`src/rtl/ebdb_pkg.sv`:
```
// ----------------------------------------------------------------------------
// ebdb_pkg
// Types and fixed widths shared by the button debounce modules.
// ----------------------------------------------------------------------------
package ebdb_pkg;

   // width of the button fields on the ports
   localparam int unsigned FIELD_W  = 8;
   // width of the period register write data
   localparam int unsigned PERIOD_W = 16;

   // previous and next debounced level of the visible buttons
   typedef struct packed {
      logic [FIELD_W-1:0] prev;
      logic [FIELD_W-1:0] next;
   } lane_edges_type;

   // one result word
   typedef struct packed {
      logic [FIELD_W-1:0] debounced;
      logic [FIELD_W-1:0] pressed_flags;
      logic [FIELD_W-1:0] released_flags;
   } rsp_word_type;

endpackage

```
`src/rtl/ebdb_lane.sv`:
```
// ----------------------------------------------------------------------------
// ebdb_lane
// One button: saturating integrator counter and its debounced level.
// ----------------------------------------------------------------------------
module ebdb_lane #(
   parameter int unsigned COUNT_BITS = 16
) (
   input  logic                  clock,
   input  logic                  reset,
   input  logic                  advance,
   input  logic                  raw_level,
   input  logic [COUNT_BITS-1:0] period,
   output logic                  level_prev,
   output logic                  level_next
);
   import ebdb_pkg::*;

   logic [COUNT_BITS-1:0] counter_ff;
   logic [COUNT_BITS-1:0] counter_in;
   logic                  level_ff;
   logic                  level_in;

   always_comb begin
      if (raw_level) begin
         // a counter above a lowered period snaps back to it
         if (counter_ff < period) begin
            counter_in = counter_ff + COUNT_BITS'(1);
         end else begin
            counter_in = period;
         end
      end else if (counter_ff != '0) begin
         counter_in = counter_ff - COUNT_BITS'(1);
      end else begin
         counter_in = '0;
      end

      if (counter_in == '0) begin
         level_in = 1'b0;
      end else if (counter_in >= period) begin
         level_in = 1'b1;
      end else begin
         level_in = level_ff;
      end
   end

   always_ff @(posedge clock) begin
      if (reset) begin
         counter_ff <= '0;
         level_ff   <= 1'b0;
      end else if (advance) begin
         counter_ff <= counter_in;
         level_ff   <= level_in;
      end
   end

   assign level_prev = level_ff;
   assign level_next = level_in;

`ifndef NO_ASSERTIONS
   a_zero_count_low: assert property (@(posedge clock) disable iff (reset)
      (counter_ff == '0) |-> !level_ff)
      else $error("lane level high with empty counter");

   a_level_holds: assert property (@(posedge clock) disable iff (reset)
      (!$past(advance) && !$past(reset)) |-> $stable(level_ff))
      else $error("lane level changed without a tick");
`endif

endmodule

```
`src/rtl/ebdb_merge.sv`:
```
// ----------------------------------------------------------------------------
// ebdb_merge
// Combines the lane levels into sticky press and release flags.
// ----------------------------------------------------------------------------
module ebdb_merge (
   input  logic                          clock,
   input  logic                          reset,
   input  logic                          advance,
   input  ebdb_pkg::lane_edges_type      edges,
   input  logic [ebdb_pkg::FIELD_W-1:0]  press_clear_mask,
   input  logic [ebdb_pkg::FIELD_W-1:0]  release_clear_mask,
   output ebdb_pkg::rsp_word_type        word_in
);
   import ebdb_pkg::*;

   logic [FIELD_W-1:0] press_ff;
   logic [FIELD_W-1:0] press_in;
   logic [FIELD_W-1:0] release_ff;
   logic [FIELD_W-1:0] release_in;
   logic [FIELD_W-1:0] change;

   // clears go first, then this tick's edges
   always_comb begin
      change     = edges.prev ^ edges.next;
      press_in   = (press_ff & ~press_clear_mask) | (edges.next & change);
      release_in = (release_ff & ~release_clear_mask) | (~edges.next & change);
   end

   always_ff @(posedge clock) begin
      if (reset) begin
         press_ff   <= '0;
         release_ff <= '0;
      end else if (advance) begin
         press_ff   <= press_in;
         release_ff <= release_in;
      end
   end

   assign word_in.debounced      = edges.next;
   assign word_in.pressed_flags  = press_in;
   assign word_in.released_flags = release_in;

endmodule

```
`src/rtl/ebdb_out_buf.sv`:
```
// ----------------------------------------------------------------------------
// ebdb_out_buf
// Output register with a skid stage between the tick and result channels.
// ----------------------------------------------------------------------------
module ebdb_out_buf (
   input  logic                   clock,
   input  logic                   reset,
   input  logic                   push,
   input  ebdb_pkg::rsp_word_type word_in,
   output logic                   full,
   output logic                   rsp_valid,
   input  logic                   rsp_stall,
   output ebdb_pkg::rsp_word_type word_out
);
   import ebdb_pkg::*;

   rsp_word_type out_word_ff;
   logic         out_valid_ff;
   rsp_word_type skid_word_ff;
   logic         skid_valid_ff;
   logic         out_free;

   // output slot can load when empty or its word leaves this cycle
   assign out_free = !out_valid_ff || !rsp_stall;

   always_ff @(posedge clock) begin
      if (reset) begin
         out_valid_ff  <= 1'b0;
         skid_valid_ff <= 1'b0;
      end else if (out_free) begin
         out_valid_ff  <= skid_valid_ff || push;
         skid_valid_ff <= 1'b0;
      end else if (push) begin
         skid_valid_ff <= 1'b1;
      end
   end

   always_ff @(posedge clock) begin
      if (out_free) begin
         if (skid_valid_ff) begin
            out_word_ff <= skid_word_ff;
         end else if (push) begin
            out_word_ff <= word_in;
         end
      end else if (push) begin
         skid_word_ff <= word_in;
      end
   end

   assign full      = skid_valid_ff;
   assign rsp_valid = out_valid_ff;
   assign word_out  = out_word_ff;

`ifndef NO_ASSERTIONS
   a_skid_behind_out: assert property (@(posedge clock) disable iff (reset)
      skid_valid_ff |-> out_valid_ff)
      else $error("skid word held with empty output slot");

   a_skid_fill_on_stall: assert property (@(posedge clock) disable iff (reset)
      (!skid_valid_ff && push && out_valid_ff && rsp_stall) |=> skid_valid_ff)
      else $error("word pushed during stall was not kept in skid");
`endif

endmodule

```
`src/rtl/eight_button_integrator_debounce.sv`:
```
// ----------------------------------------------------------------------------
// eight_button_integrator_debounce
// Integrator debounce of eight buttons with sticky press and release flags.
// ----------------------------------------------------------------------------
// Each word on the req channel is one tick: raw button levels plus masks that
// clear the sticky press and release flags before the tick's edges merge in.
// Every button lane runs a saturating counter against debounce_period, so all
// lanes advance in the same cycle and a new tick is taken every clock while
// req_stall is low. The rsp channel returns one word per tick: debounced
// levels and both sets of sticky flags after that tick.
// The result word is registered in the output register, or in the skid stage.
// Throughput: one tick per cycle while req_stall is low.
// When the receiver stalls, the word waits in the output register and one more
// tick is caught in a skid stage; req_stall rises only when the skid is full.
// The csr channel writes debounce_period (always ready); write it only while
// no tick is in flight. A period of zero acts as one, and a period larger than
// the counter can hold is clipped to the counter maximum.
// Synchronous reset clears counters, levels, flags and the result channel and
// sets the period to one.
// ----------------------------------------------------------------------------
module eight_button_integrator_debounce #(
   parameter int unsigned NUM_BUTTONS = 8,
   parameter int unsigned COUNT_BITS  = 16
) (
   input  logic                          clock,
   input  logic                          reset,
   input  logic                          req_valid,
   output logic                          req_stall,
   input  logic [ebdb_pkg::FIELD_W-1:0]  req_raw_buttons,
   input  logic [ebdb_pkg::FIELD_W-1:0]  req_press_clear_mask,
   input  logic [ebdb_pkg::FIELD_W-1:0]  req_release_clear_mask,
   output logic                          rsp_valid,
   input  logic                          rsp_stall,
   output logic [ebdb_pkg::FIELD_W-1:0]  rsp_debounced,
   output logic [ebdb_pkg::FIELD_W-1:0]  rsp_pressed_flags,
   output logic [ebdb_pkg::FIELD_W-1:0]  rsp_released_flags,
   input  logic                          csr_valid,
   output logic                          csr_ready,
   input  logic [ebdb_pkg::PERIOD_W-1:0] csr_wdata
);
   import ebdb_pkg::*;

   localparam int unsigned WIDE_W = (COUNT_BITS > PERIOD_W) ? COUNT_BITS : PERIOD_W;
   localparam logic [WIDE_W:0] CNT_MAX =
      ((WIDE_W+1)'(1) << COUNT_BITS) - (WIDE_W+1)'(1);

   logic [COUNT_BITS-1:0] period_ff;
   logic [COUNT_BITS-1:0] period_in;
   logic [WIDE_W:0]       period_wide;
   logic                  advance;
   logic [FIELD_W-1:0]    prev_vec;
   logic [FIELD_W-1:0]    next_vec;
   lane_edges_type        edges;
   rsp_word_type          word_in;
   rsp_word_type          word_out;

   // clip the written period once, at write time
   always_comb begin
      period_wide = (WIDE_W+1)'(csr_wdata);
      if (csr_wdata == '0) begin
         period_wide = (WIDE_W+1)'(1);
      end else if (period_wide > CNT_MAX) begin
         period_wide = CNT_MAX;
      end
      period_in = period_wide[COUNT_BITS-1:0];
   end

   always_ff @(posedge clock) begin
      if (reset) begin
         period_ff <= COUNT_BITS'(1);
      end else if (csr_valid && csr_ready) begin
         period_ff <= period_in;
      end
   end

   assign csr_ready = 1'b1;
   assign advance   = req_valid && !req_stall;

   for (genvar i = 0; i < NUM_BUTTONS; i++) begin : g_lane
      logic raw_bit;
      logic lvl_prev;
      logic lvl_next;

      if (i < FIELD_W) begin : g_vis
         assign raw_bit     = req_raw_buttons[i];
         assign prev_vec[i] = lvl_prev;
         assign next_vec[i] = lvl_next;
      end else begin : g_hid
         assign raw_bit = 1'b0;
      end

      ebdb_lane #(
         .COUNT_BITS (COUNT_BITS)
      ) u_lane (
         .clock      (clock),
         .reset      (reset),
         .advance    (advance),
         .raw_level  (raw_bit),
         .period     (period_ff),
         .level_prev (lvl_prev),
         .level_next (lvl_next)
      );
   end

   // field bits with no button behind them stay low
   for (genvar j = NUM_BUTTONS; j < FIELD_W; j++) begin : g_unused
      assign prev_vec[j] = 1'b0;
      assign next_vec[j] = 1'b0;
   end

   assign edges.prev = prev_vec;
   assign edges.next = next_vec;

   ebdb_merge u_merge (
      .clock              (clock),
      .reset              (reset),
      .advance            (advance),
      .edges              (edges),
      .press_clear_mask   (req_press_clear_mask),
      .release_clear_mask (req_release_clear_mask),
      .word_in            (word_in)
   );

   ebdb_out_buf u_out_buf (
      .clock     (clock),
      .reset     (reset),
      .push      (advance),
      .word_in   (word_in),
      .full      (req_stall),
      .rsp_valid (rsp_valid),
      .rsp_stall (rsp_stall),
      .word_out  (word_out)
   );

   assign rsp_debounced      = word_out.debounced;
   assign rsp_pressed_flags  = word_out.pressed_flags;
   assign rsp_released_flags = word_out.released_flags;

`ifndef NO_ASSERTIONS
   a_period_nonzero: assert property (@(posedge clock) disable iff (reset)
      period_ff != '0)
      else $error("effective debounce period is zero");
`endif

endmodule

```
`config.mk`:
```
export PLATFORM = sky130hd
export DESIGN_NAME = eight_button_integrator_debounce
export DESIGN_NICKNAME = d
export VERILOG_FILES = /design/src/rtl/ebdb_pkg.sv /design/src/rtl/ebdb_lane.sv /design/src/rtl/ebdb_merge.sv /design/src/rtl/ebdb_out_buf.sv /design/src/rtl/eight_button_integrator_debounce.sv
export SDC_FILE = /design/constraint.sdc
export NUM_CORES = 1
export LEC_CHECK = 0
export BUFFER_PORTS_ARGS = -buffer_cell sky130_fd_sc_hd__buf_4
export CORE_MARGIN = 5
export CORE_UTILIZATION = 55
export DETAILED_ROUTE_END_ITERATION = 12
export PLACE_DENSITY = 0.72
export SYNTH_ARGS = -nofsm -noshare
export SYNTH_HDL_FRONTEND = slang
export SYNTH_SLANG_ARGS = --single-unit
```
`constraint.sdc`:
```
create_clock -name clock -period 6 [get_ports clock]
set_input_delay 0.9 -clock clock [delete_from_list [all_inputs] [get_ports clock]]
set_output_delay 0.9 -clock clock [all_outputs]
set_load 0.1 [all_outputs]
```
# Word level (Yosys, flattened, before mapping)
# Index checks and enable logic that the tools add are counted.
[op_classes]
n_addsub = 16
n_lt_le_gt_ge = 16
muxes = 43
bitwise_logic = 11
n_reduce_logical = 27
[ops]
columns = ["cell", "count"]
rows = [
  ["two-way mux 16 bit", 25],
  ["logical NOT 16 bit", 9],
  ["adder 16 x 1 -> 16 bit (second input constant)", 8],
  ["greater-or-equal comparator 16 bit", 8],
  ["less-than comparator 16 bit", 8],
  ["nonzero test 16 bit", 8],
  ["subtractor 16 x 1 -> 16 bit (second input constant)", 8],
  ["two-way mux 24 bit", 2],
  ["AND 8 bit", 4],
  ["inverter 8 bit", 3],
  ["two-way mux 1 bit", 16],
  ["OR 8 bit", 2],
  ["bitwise XOR 8 bit", 1],
  ["AND reduction 2 bit", 2],
  ["logical NOT 1 bit", 3],
  ["logical OR 1 bit", 2],
  ["nonzero test 2 bit", 1],
  ["OR reduction 2 bit", 1],
  ["logical AND 1 bit", 1],
  ["inverter 1 bit", 1],
]
[totals]
ff_bits = 218
in_bits = 45
wordCells = 140

# Depth between registers and ports, before layout
# Gate-level depths: netlist of the first run.
[depth]
ltp_word = 11
depth_mapped = 24
mapped_depth_nobuf = 21

# Modules after synthesis
# From an unflattened synthesis of the first run, not the netlist that was laid out.
[unflattened]
cells_unflattened = 2893
area_unflattened_um2 = 23707.7
[by_module_without_submodules]
columns = ["module", "n_inst", "cells_per_inst", "area_per_inst_um2", "seq_area_each_um2"]
rows = [
  ["ebdb_lane at g_lane[0].u_lane ...", 7, 328, 2532.4, 340.3],
  ["ebdb_lane at g_lane[2].u_lane", 1, 336, 2427.3, 340.3],
  ["ebdb_out_buf", 1, 83, 1903.1, 1481.4],
  ["ebdb_merge", 1, 117, 1002.2, 320.3],
  ["eight_button_integrator_debounce", 1, 61, 648.1, 320.3],
]

# Worst setup path before layout of the first run
# OpenSTA, ideal clock, no wires.
[synth_timing]
path_kind = "register to register"
start = "register period_ff[5]"
end = "register u_out_buf.out_word_ff, in the netlist u_out_buf.word_out[16] (data pin)"
setup_time_ps = 260
arrival_ps = 4719
t_required_ps = 5740
setup_slack_ps = 1021
path_stages_with_launch = 23
period_less_slack_ps = 4979
path_cell_list = "dfxtp_1 clkinv_1 ha_1 and3_1 a221oi_1 nor3_1 a41oi_1 and2_0 clkbuf_1 clkbuf_1 nand2_1 a21oi_1 a31oi_1 ha_1 nand2b_1 a21o_1 a21o_1 a21o_1 a21o_1 a21oi_1 o31ai_1 o21a_1 mux2_2"
[synth_between]
elab_chain_cells = 8
elab_cells_between_ends = 9
cone_classes = "order compare: 2; mux: 6; reduce/logical: 1"
[synth_lines]
columns = ["item", "line", "rtl"]
rows = [
  ["start, declared", "eight_button_integrator_debounce.sv:47", "logic [COUNT_BITS-1:0] period_ff;"],
  ["start signal, assigned", "eight_button_integrator_debounce.sv:72", "period_ff <= period_in;"],
  ["less-than comparator 16 bit", "ebdb_lane.sv:26", "if (counter_ff < period) begin"],
  ["two-way mux 16 bit", "ebdb_lane.sv:26", ""],
  ["two-way mux 16 bit", "ebdb_lane.sv:24", "if (raw_level) begin"],
  ["greater-or-equal comparator 16 bit", "ebdb_lane.sv:39", "end else if (counter_in >= period) begin"],
  ["two-way mux 1 bit", "ebdb_lane.sv:39", ""],
  ["two-way mux 1 bit *", "ebdb_lane.sv:37", "if (counter_in == '0) begin"],
  ["net g_lane[0].lvl_next", "eight_button_integrator_debounce.sv:82", "logic lvl_next;"],
  ["two-way mux 24 bit *", "ebdb_out_buf.sv:42", "end else if (push) begin"],
  ["two-way mux 24 bit *", "ebdb_out_buf.sv:40", "if (skid_valid_ff) begin"],
  ["end signal, assigned", "ebdb_out_buf.sv:41", "out_word_ff <= skid_word_ff;"],
  ["end signal, assigned", "ebdb_out_buf.sv:43", "out_word_ff <= word_in;"],
  ["end, declared", "ebdb_out_buf.sv:17", "rsp_word_type out_word_ff;"],
]
# Mark *: on every way through the listed nets, which the timed path passes. The rest lies on a longest branch. The select of a mux whose other input is x is not followed.
# A chain may end at the register's enable or synchronous reset.

# Worst setup path in the final report of the first run
[layout_timing]
start = "register period_ff[8]"
end = "register u_merge.press_ff[1]"
[layout_between]
elab_chain_cells = 9
elab_cells_between_ends = 10
cone_classes = "order compare: 2; mux: 4; bitwise: 3; reduce/logical: 1"
[layout_lines]
columns = ["item", "line", "rtl"]
rows = [
  ["less-than comparator 16 bit *", "ebdb_lane.sv:26", ""],
  ["two-way mux 16 bit *", "ebdb_lane.sv:26", ""],
  ["two-way mux 16 bit *", "ebdb_lane.sv:24", ""],
  ["net g_lane[1].u_lane.counter_in[9]", "ebdb_lane.sv:19", "logic [COUNT_BITS-1:0] counter_in;"],
  ["greater-or-equal comparator 16 bit", "ebdb_lane.sv:39", ""],
  ["two-way mux 1 bit", "ebdb_lane.sv:39", ""],
  ["two-way mux 1 bit *", "ebdb_lane.sv:37", ""],
  ["bitwise XOR 8 bit", "ebdb_merge.sv:24", "change = edges.prev ^ edges.next;"],
  ["AND 8 bit *", "ebdb_merge.sv:25", "press_in = (press_ff & ~press_clear_mask) | (edges.next & change);"],
  ["OR 8 bit *", "ebdb_merge.sv:25", ""],
  ["end signal, assigned", "ebdb_merge.sv:34", "press_ff <= press_in;"],
  ["end, declared", "ebdb_merge.sv:16", "logic [FIELD_W-1:0] press_ff;"],
]
# Mark *: on every way through the listed nets, which the timed path passes. The rest lies on a longest branch.

==> results of run 1 <==
-- flip-flops by register name (all words and copies together), names as in the netlist --
register	cells
g_lane.u_lane.level_prev	8
u_out_buf.full	1
u_merge.press_ff	8
period_ff	16
u_merge.release_ff	8
g_lane.u_lane.counter_ff	128
u_out_buf.skid_word_ff	24
u_out_buf.rsp_valid	1
u_out_buf.word_out	24
-- cells by family (layout without fill, tap and decap cells) --
family / after synthesis / in the layout / share of synthesized area (%)
adders and majority gates: 265 / 265 / 15.48
other: 1 / 1 / 0.01751
DFF: 218 / 218 / 22.62
AOI/OAI and AO/OA: 692 / 692 / 22.57
buffers and inverters: 337 / 323 / 6.139
muxes: 59 / 59 / 2.810
xor gates and xnor gates: 169 / 169 / 6.910
and+or+nand+nor: 1023 / 1023 / 23.45
-- synth_stat cells, types with 8 or more instances --
master | number | area (sq um)
a211oi_1 | 100 | 750.7
a21o_1 | 65 | 488.0
a21oi_1 | 164 | 820.8
a221o_1 | 9 | 90.09
a221oi_1 | 12 | 105.1
a311o_1 | 9 | 90.09
a31o_2 | 10 | 87.58
a31oi_1 | 18 | 112.6
a41oi_1 | 8 | 70.07
and2_1 | 12 | 75.07
and3_1 | 20 | 125.1
and4_1 | 16 | 140.1
buf_1 | 16 | 60.06
buf_2 | 10 | 50.05
clkbuf_1 | 171 | 641.9
dfxtp_1 | 170 | 3403
edfxtp_1 | 48 | 1441
ha_1 | 265 | 3316
inv_1 | 130 | 488.0
mux2_2 | 9 | 101.4
mux2i_1 | 50 | 500.5
nand2_1 | 198 | 743.2
nand2b_1 | 31 | 193.9
nand3_1 | 75 | 375.4
nand4_1 | 80 | 500.5
nor2_1 | 354 | 1329
nor2b_1 | 13 | 81.33
nor3_1 | 108 | 540.5
nor4_1 | 34 | 212.7
o2111ai_1 | 8 | 70.07
o211ai_1 | 15 | 112.6
o21a_1 | 22 | 165.2
o21ai_0 | 82 | 410.4
o22a_1 | 8 | 70.07
o22ai_1 | 26 | 162.7
o311ai_0 | 9 | 78.83
o31ai_1 | 26 | 195.2
or2_2 | 10 | 62.56
or3_1 | 15 | 93.84
or4_1 | 16 | 120.1
xnor2_1 | 103 | 902.1
xor2_1 | 66 | 578.1
-- power by group --
group,switching (mW),total (mW),internal (mW)
Combinational,2.10,3.41,1.30
Sequential,0.296,2.00,1.71
Clock,0.692,1.78,1.09
Total,3.09,7.19,4.09
-- metal layers --
metal	routed length, um	share of wire, %	track usage [%]	vias to the layer above
met3	5806	8.1	4.473	200
met5	0	0	0	-
met4	3354	4.7	12.54	0
li1	-	-	-	10080
met1	30430	42	43.15	10030
met2	32040	45	50.97	988
-- worst reg2reg max path: cells and delay by family (launching register included) --
kind | cells | cell delay [ps]
buffers and inverters | 2 | 710
AOI/OAI and AO/OA | 8 | 2280
and+or+nand+nor | 7 | 1330
adders and majority gates | 2 | 690
DFF | 1 | 390
-- through the flow --
stage	instance area [sq um]	setup slack (ps)
floorplan	21420	1021
global placement	22380	667.6
detailed placement	22380	574.6
CTS	23310	551.8
global route	23310	275.6
finish	23310	529.9
-- how the worst max path moves through the flow --
stage / to / slack [ps] / depth (start not counted)
2_1_floorplan: u_out_buf.word_out[16]$_DFFE_PP_ / 1020 / 22
3_3_place_gp: u_merge.press_ff[1]$_SDFFE_PP0P_ / 670 / 19
3_5_place_dp: u_out_buf.word_out[13]$_DFFE_PP_ / 570 / 21
4_1_cts: u_out_buf.word_out[13]$_DFFE_PP_ / 550 / 21
5_1_grt: u_out_buf.word_out[20]$_DFFE_PP_ / 280 / 19
6_report: u_merge.press_ff[1]$_SDFFE_PP0P_ / 530 / 19
-- layout make-up --
| type | count | share of cell area [%] |
|---|---|---|
| sequential | 218 | 20.78 |
| tap | 518 | 2.780 |
| timing repair buffer | 141 | 4.664 |
| clock buffer | 36 | 3.043 |
| inverter | 133 | 2.142 |
| multi-input combinational | 2209 | 65.63 |
| clock inverter | 13 | 0.9554 |
==> metrics.txt, run 1 <==
clock transition at the registers of the reported paths 60 ps; I/O pins 72; Cell Rows between 70 and 80; ant diodes 0; WHS between 400 and 500 ps; DRC viols 0; r2r startpoint period_ff[8]$_SDFFE_PP0P_; delay-heaviest family, CP compound AO/OA/AOI/OAI gates; library cells used by synthesis between 90 and 100; Setup Fix Bufs, Post-CTS 0; crit-path most repeated cell a21oi_1; Reg2Reg Depth 19; Avg Cell Area, Syn 7.749 sq um; commonest cells after routing, fill and taps aside nor2_1 (353), ha_1 (265), nand2_1 (197), dfxtp_1 (170), a21oi_1 (163); chip height about 210 um; final-report hold violation count 0; clk_lat worst skew between 500 and 600 ps; CTS H-tree lvls 1; final core occ 60.46%; share of layout cells above drive strength 1 8.982%; CTS tree yes; Die Wd just over 200 um; Hold-fix buffers, CTS 0; register area between 4000 and 5000 sq um; post-synthesis instance area around 21000 sq um; final setup violation count 0; Worst Setup End Kind flip-flop; WP data arrival between 5000 and 6000 ps; first-pass GRT wire length about 110000 um; Slew @ Worst Pin around 1300 ps; EDFF count, synth between 40 and 50; Via Count around 21000; max-slew violation count 0; CP required about 6500 ps; DR iter-0 viols around 2300; Resize count post-CTS 0; Worst slew margin roughly 14%; setup tns final 0 ps; Num CTS Buffers 27; fin crit share between 90% and 100%; total track usage about a third; worst hold path type reg2reg; Post-synth top flop dfxtp_1; critical setup path kind reg2reg; Post-synth ARST share 0%; DRT Wirelength between 70000 and 80000 um; register bit total from synthesis between 200 and 250; Worst Setup SP period_ff[8]$_SDFFE_PP0P_; worst vdd ir 0.2483 mV; CP peak stage delay between 700 and 800 ps; CP Cell Sequence inv_1, ha_1, and3_1, a221oi_1, nand2b_1, a21oi_2, a221oi_1, inv_1, ha_1, a21o_1, a21oi_1, nor2b_1, nor3_1, nand2_1, a21oi_1, o31ai_1, nand2b_1, or3_1, a21oi_1; sink of the worst hold path u_merge.press_ff[1]$_SDFFE_PP0P_; largest net degree at the start of global routing approximately 210; Overall Power 7.185 mW; final clock skew roughly 16 ps; Layout area overhead 8.827%; crit-path max FO 13; initial antenna violation count 0; vias per cell ~6.5; mean routed wirelength per cell about 22 um; worst hold path stage count 2; clock sink total roughly 220; Synthesized Nets roughly 3100; Cells after DPL approximately 3200; WP buf/inv 2; Max Freq 0.1828 GHz; area of the multi-input gates approximately 15000 sq um; reg2reg end u_merge.press_ff[1]$_SDFFE_PP0P_; post-route ant nets 0; reg2reg setup slack roughly 530 ps; Starting Density between 50% and 60%; Clock Tree Buf Depth 3; Finished Layout Cells 3268; GRT overflow 0; GPL Wtd Cong between 0.9 and 1; CP max-delay cell a221oi_1; sequential-to-total area share from yosys stat 22.62%; outcome complete, no violations; P_leak around 9.8 nW; Synth Warn # 0; worst hold start u_merge.press_ff[1]$_SDFFE_PP0P_; filler instances 3632; P per Cell Area approximately 310 nW/um^2; Root Driver clkbuf_16; maxcap violations 0; full die area 42990 sq um; startpoint types flip-flop; number of global-route vias before repair 20270; RSZ-0062 raised after global routing false; Synth Instances ~2800; Final min period 5470 ps; commonest non-fill, non-tap cell in the layout nor2_1; post-detail-place hpwl between 50000 and 60000 um; final net count approximately 3000; Core ar. between 30000 and 40000 sq um; port bufs 70; drt pass-1 iters 7
(Power assumes the default switching activity.)
==> run 2, diff against run 1 <==
--- a/config.mk
+++ b/config.mk
@@ -5,6 +5,7 @@
 export SDC_FILE = /design/constraint.sdc
 export NUM_CORES = 1
 export LEC_CHECK = 0
+export ABC_AREA = 1
 export BUFFER_PORTS_ARGS = -buffer_cell sky130_fd_sc_hd__buf_4
 export CORE_MARGIN = 5
 export CORE_UTILIZATION = 55
==> metrics.txt, run 2 <==
outcome complete, no violations; Finished Layout Cells 4233 (+30%); port bufs 70 (unchanged); mean routed wirelength per cell 17.45 um (-20%); post-route ant nets 0 (unchanged); DRC viols 0 (unchanged); final-report hold violation count 0 (unchanged); Largest register FFs 128 (unchanged); Post-synth top cells nand2_1 (874), inv_1 (428), nand3_1 (408), nor2_1 (326), a21oi_1 (274); Starting Density 55.41% (-0.14 points); full die area 46370 sq um (+7.9%); maxcap violations 0 (unchanged); register bit total from synthesis 218 (unchanged); top cell type's share of synthesized area 14.67% (-1.2 points); switch share 45.48% (+2.5 points); Synth Warn # 0 (unchanged); post-synthesis mux area share 0% (-2.8 points); Hold-fix buffers, CTS 0 (unchanged); M1 GR Usage 41.93% (-1.2 points); Via Count 24020 (+13%); clock transition at the registers of the reported paths 60 ps (about the same); crit-path max FO 17 (+4); chip height 215.3 um (+3.9%); CTS H-tree lvls 1 (unchanged); Synth Instances 3659 (+32%); Layout area overhead 8.033%; gr busiest metal met2; worst hold path type reg2reg; Post-synth ARST share 0% (unchanged); initial antenna violation count 0 (unchanged); largest net degree at the start of global routing 110 (-48%); Worst Setup End Kind flip-flop; Compound-Gate Fraction of Synth Area 12.45% (-10 points); Top reg by flops g_lane.u_lane.counter_ff; Synthesized Nets 3969 (+29%); Pint 4.010 mW (-2.1%); Num CTS Buffers 29 (+7.4%); Avg Cell Area, Syn 6.338 sq um (-18%); area of the multi-input gates 15880 sq um (+3.8%); Final min period 5091 ps (-379.1 ps); Slew @ Worst Pin 1142 ps (-129.7 ps); ant diodes 0 (unchanged); fin crit share 84.85% (-6.3 points); GPL Wtd Cong 1.024 (+4.2%); register area 4846 sq um (about the same); Synth area leaders dfxtp_1 (15%), ha_1 (14%), nand2_1 (14%); Resize count post-CTS 0 (unchanged); WP data arrival 5440 ps (-510 ps); Root Driver clkbuf_16; Post-Synth XOR/XNOR Area 4.607% (-2.3 points); fin worst setup slack 909.0 ps (+379.1 ps); DRT Wirelength 73850 um (+3.1%); P_sw 3.344 mW (+8.2%); EDFF count, synth 48 (unchanged); final instance area 25050 sq um (+7.5%); filler instances 4214 (+16%); crit-path most repeated cell nand2_1; DR iter-0 viols 2566 (+12%); I/O pins 72 (unchanged); Comb pwr share 47.9% (+0.5 points); Cell Rows 75 (+4.2%); Core ar. 41850 sq um (+8.5%); vias per cell 5.674 (-13%); Max Freq 0.1964 GHz (+7.4%); critical setup path kind reg2reg; CP Cell Sequence clkinv_1, ha_1, nand4_1, nor3_1, nand2_4, nand2_4, nand2_1, nand3_1, nand2_1, ha_1, nand4_1, inv_1, a2111oi_0, nand4_1, nand3_1, nand2_1, nand2_1, nand2_1; setup tns final 0 ps (unchanged); final core occ 59.86% (-0.59 points); P_leak 12.80 nW (+30%); final setup violation count 0 (unchanged); Cells after DPL 4179 (+30%); Clock Tree Buf Depth 3 (unchanged); CP required 6350 ps (-130 ps); area share of fa/ha/maj cells after synthesis 14.30% (-1.2 points); GRT overflow 0 (unchanged); Worst slew margin 23.71% (+9.5 points); met2 GRT Util 47.91% (-3.1 points); area post-placement 24020 sq um (+7.3%); sequential share of power 26.4% (-1.5 points); CP peak stage delay 860 ps (+130 ps); max-slew violation count 0 (unchanged); CP max-delay cell a2111oi_0; commonest non-fill, non-tap cell in the layout nand2_1; post-detail-place hpwl 53530 um (+4.9%); count leader, synth nand2_1; first-pass GRT wire length 117500 um (+3.7%); final clock skew 36.80 ps (+20.65 ps); simple-gate share of the synthesized area 36.98% (+14 points); Setup Fix Bufs, Post-CTS 0 (unchanged); clock share of power 25.7% (+1.0 points); post-synth top area cell dfxtp_1; routing usage on met3 5.193% (+0.72 points); clock sink total 218 (unchanged); CTS tree yes; startpoint types flip-flop; largest family of logic cells by synthesized area simple AND/OR/NAND/NOR gates; sequential-to-total area share from yosys stat 20.89% (-1.7 points); drt pass-1 iters 6 (-1); DP Worst Slack 1136 ps (+561.6 ps); total track usage 30.62% (-1.1 points); P per Cell Area 293.5 nW/um^2 (-4.8%); RSZ-0062 raised after global routing false; post-synthesis instance area 23190 sq um (+8.3%); Post-synth top flop dfxtp_1; clk_lat worst skew 600 ps (+40 ps); share of layout cells above drive strength 1 9.773% (+0.79 points); library cells used by synthesis 50 (-49%); number of global-route vias before repair 21680 (+7.0%); worst vdd ir 0.2345 mV (-5.6%); final net count 3981 (+31%); commonest cells after routing, fill and taps aside nand2_1 (873), inv_1 (427), nand3_1 (408), nor2_1 (325), a21oi_1 (273); Die Wd 215.3 um (+3.9%)
==> run 2: changes by cell type after synthesis, sizes merged, moves of 55 or more <==
cell    delta
inv      +324
xnor2     -93
o21ai    +151
nor3      -55
clkbuf   -105
nand2    +753
a21o      -64
a211oi    -99
a21oi    +110
nand3    +345
==> run 2: final timing paths <==
kind,from,to,slack (ps),depth (start not counted)
max,period_ff[15]$_SDFFE_PP0P_,u_out_buf.word_out[15]$_DFFE_PP_,910,18
min,u_out_buf.skid_word_ff[3]$_DFFE_PP_,u_out_buf.word_out[3]$_DFFE_PP_,520,2
max reg2reg,period_ff[15]$_SDFFE_PP0P_,u_out_buf.word_out[15]$_DFFE_PP_,910,18
min reg2reg,u_out_buf.skid_word_ff[3]$_DFFE_PP_,u_out_buf.word_out[3]$_DFFE_PP_,520,2
==> run 2: kinds of logic after synthesis <==
kind of cell	after synthesis
other	1
adder cells (fa/ha/maj)	265
AND/OR/NAND/NOR	1898
AO/OA/AOI/OAI	551
XOR/XNOR	122
buffers and inverters	604
flip-flops	218
==> run 2: per-layer routing <==
layer  part of all wire [%]  wire (um)
met5                      0          0
met4                    5.0       3704
met3                    8.8       6479
met2                     43      31580
met1                     43      32080
==> run 2: through the flow <==
stage,power (mW),hold slack (ps)
after CTS,7.337,513.6
after global placement,5.387,501.2
after detailed placement,5.421,506.5
after global routing,7.928,536.6
after floorplan,4.633,487.4
final,7.354,522.4
==> run 2: final cells by class <==
cell class	instances	area share [%]
clock buffers	32	3.021
clock inverters	22	1.119
inverters	473	7.086
multi-input cells	2837	63.37
flip-flops and latches	218	19.34
well taps	539	2.692
repair buffers	112	3.371
==> run 2: power groups by stage <==
stage	clock (mW)	combinational, mW	sequential, mW
2_1_floorplan	0	2.52	2.11
3_3_place_gp	0	3.42	1.97
3_5_place_dp	0	3.46	1.96
4_1_cts	1.92	3.48	1.93
5_1_grt	1.98	3.99	1.96
6_report	1.89	3.52	1.94
==> run 2: worst max-delay path: cells and delay by family, from the launching register on <==
| kind | cells | cell delay, ps |
|---|---|---|
| AND/OR/NAND/NOR | 13 | 2160 |
| adder cells (fa/ha/maj) | 2 | 920 |
| AO/OA/AOI/OAI | 1 | 860 |
| buffers and inverters | 2 | 530 |
| flip-flops | 1 | 380 |
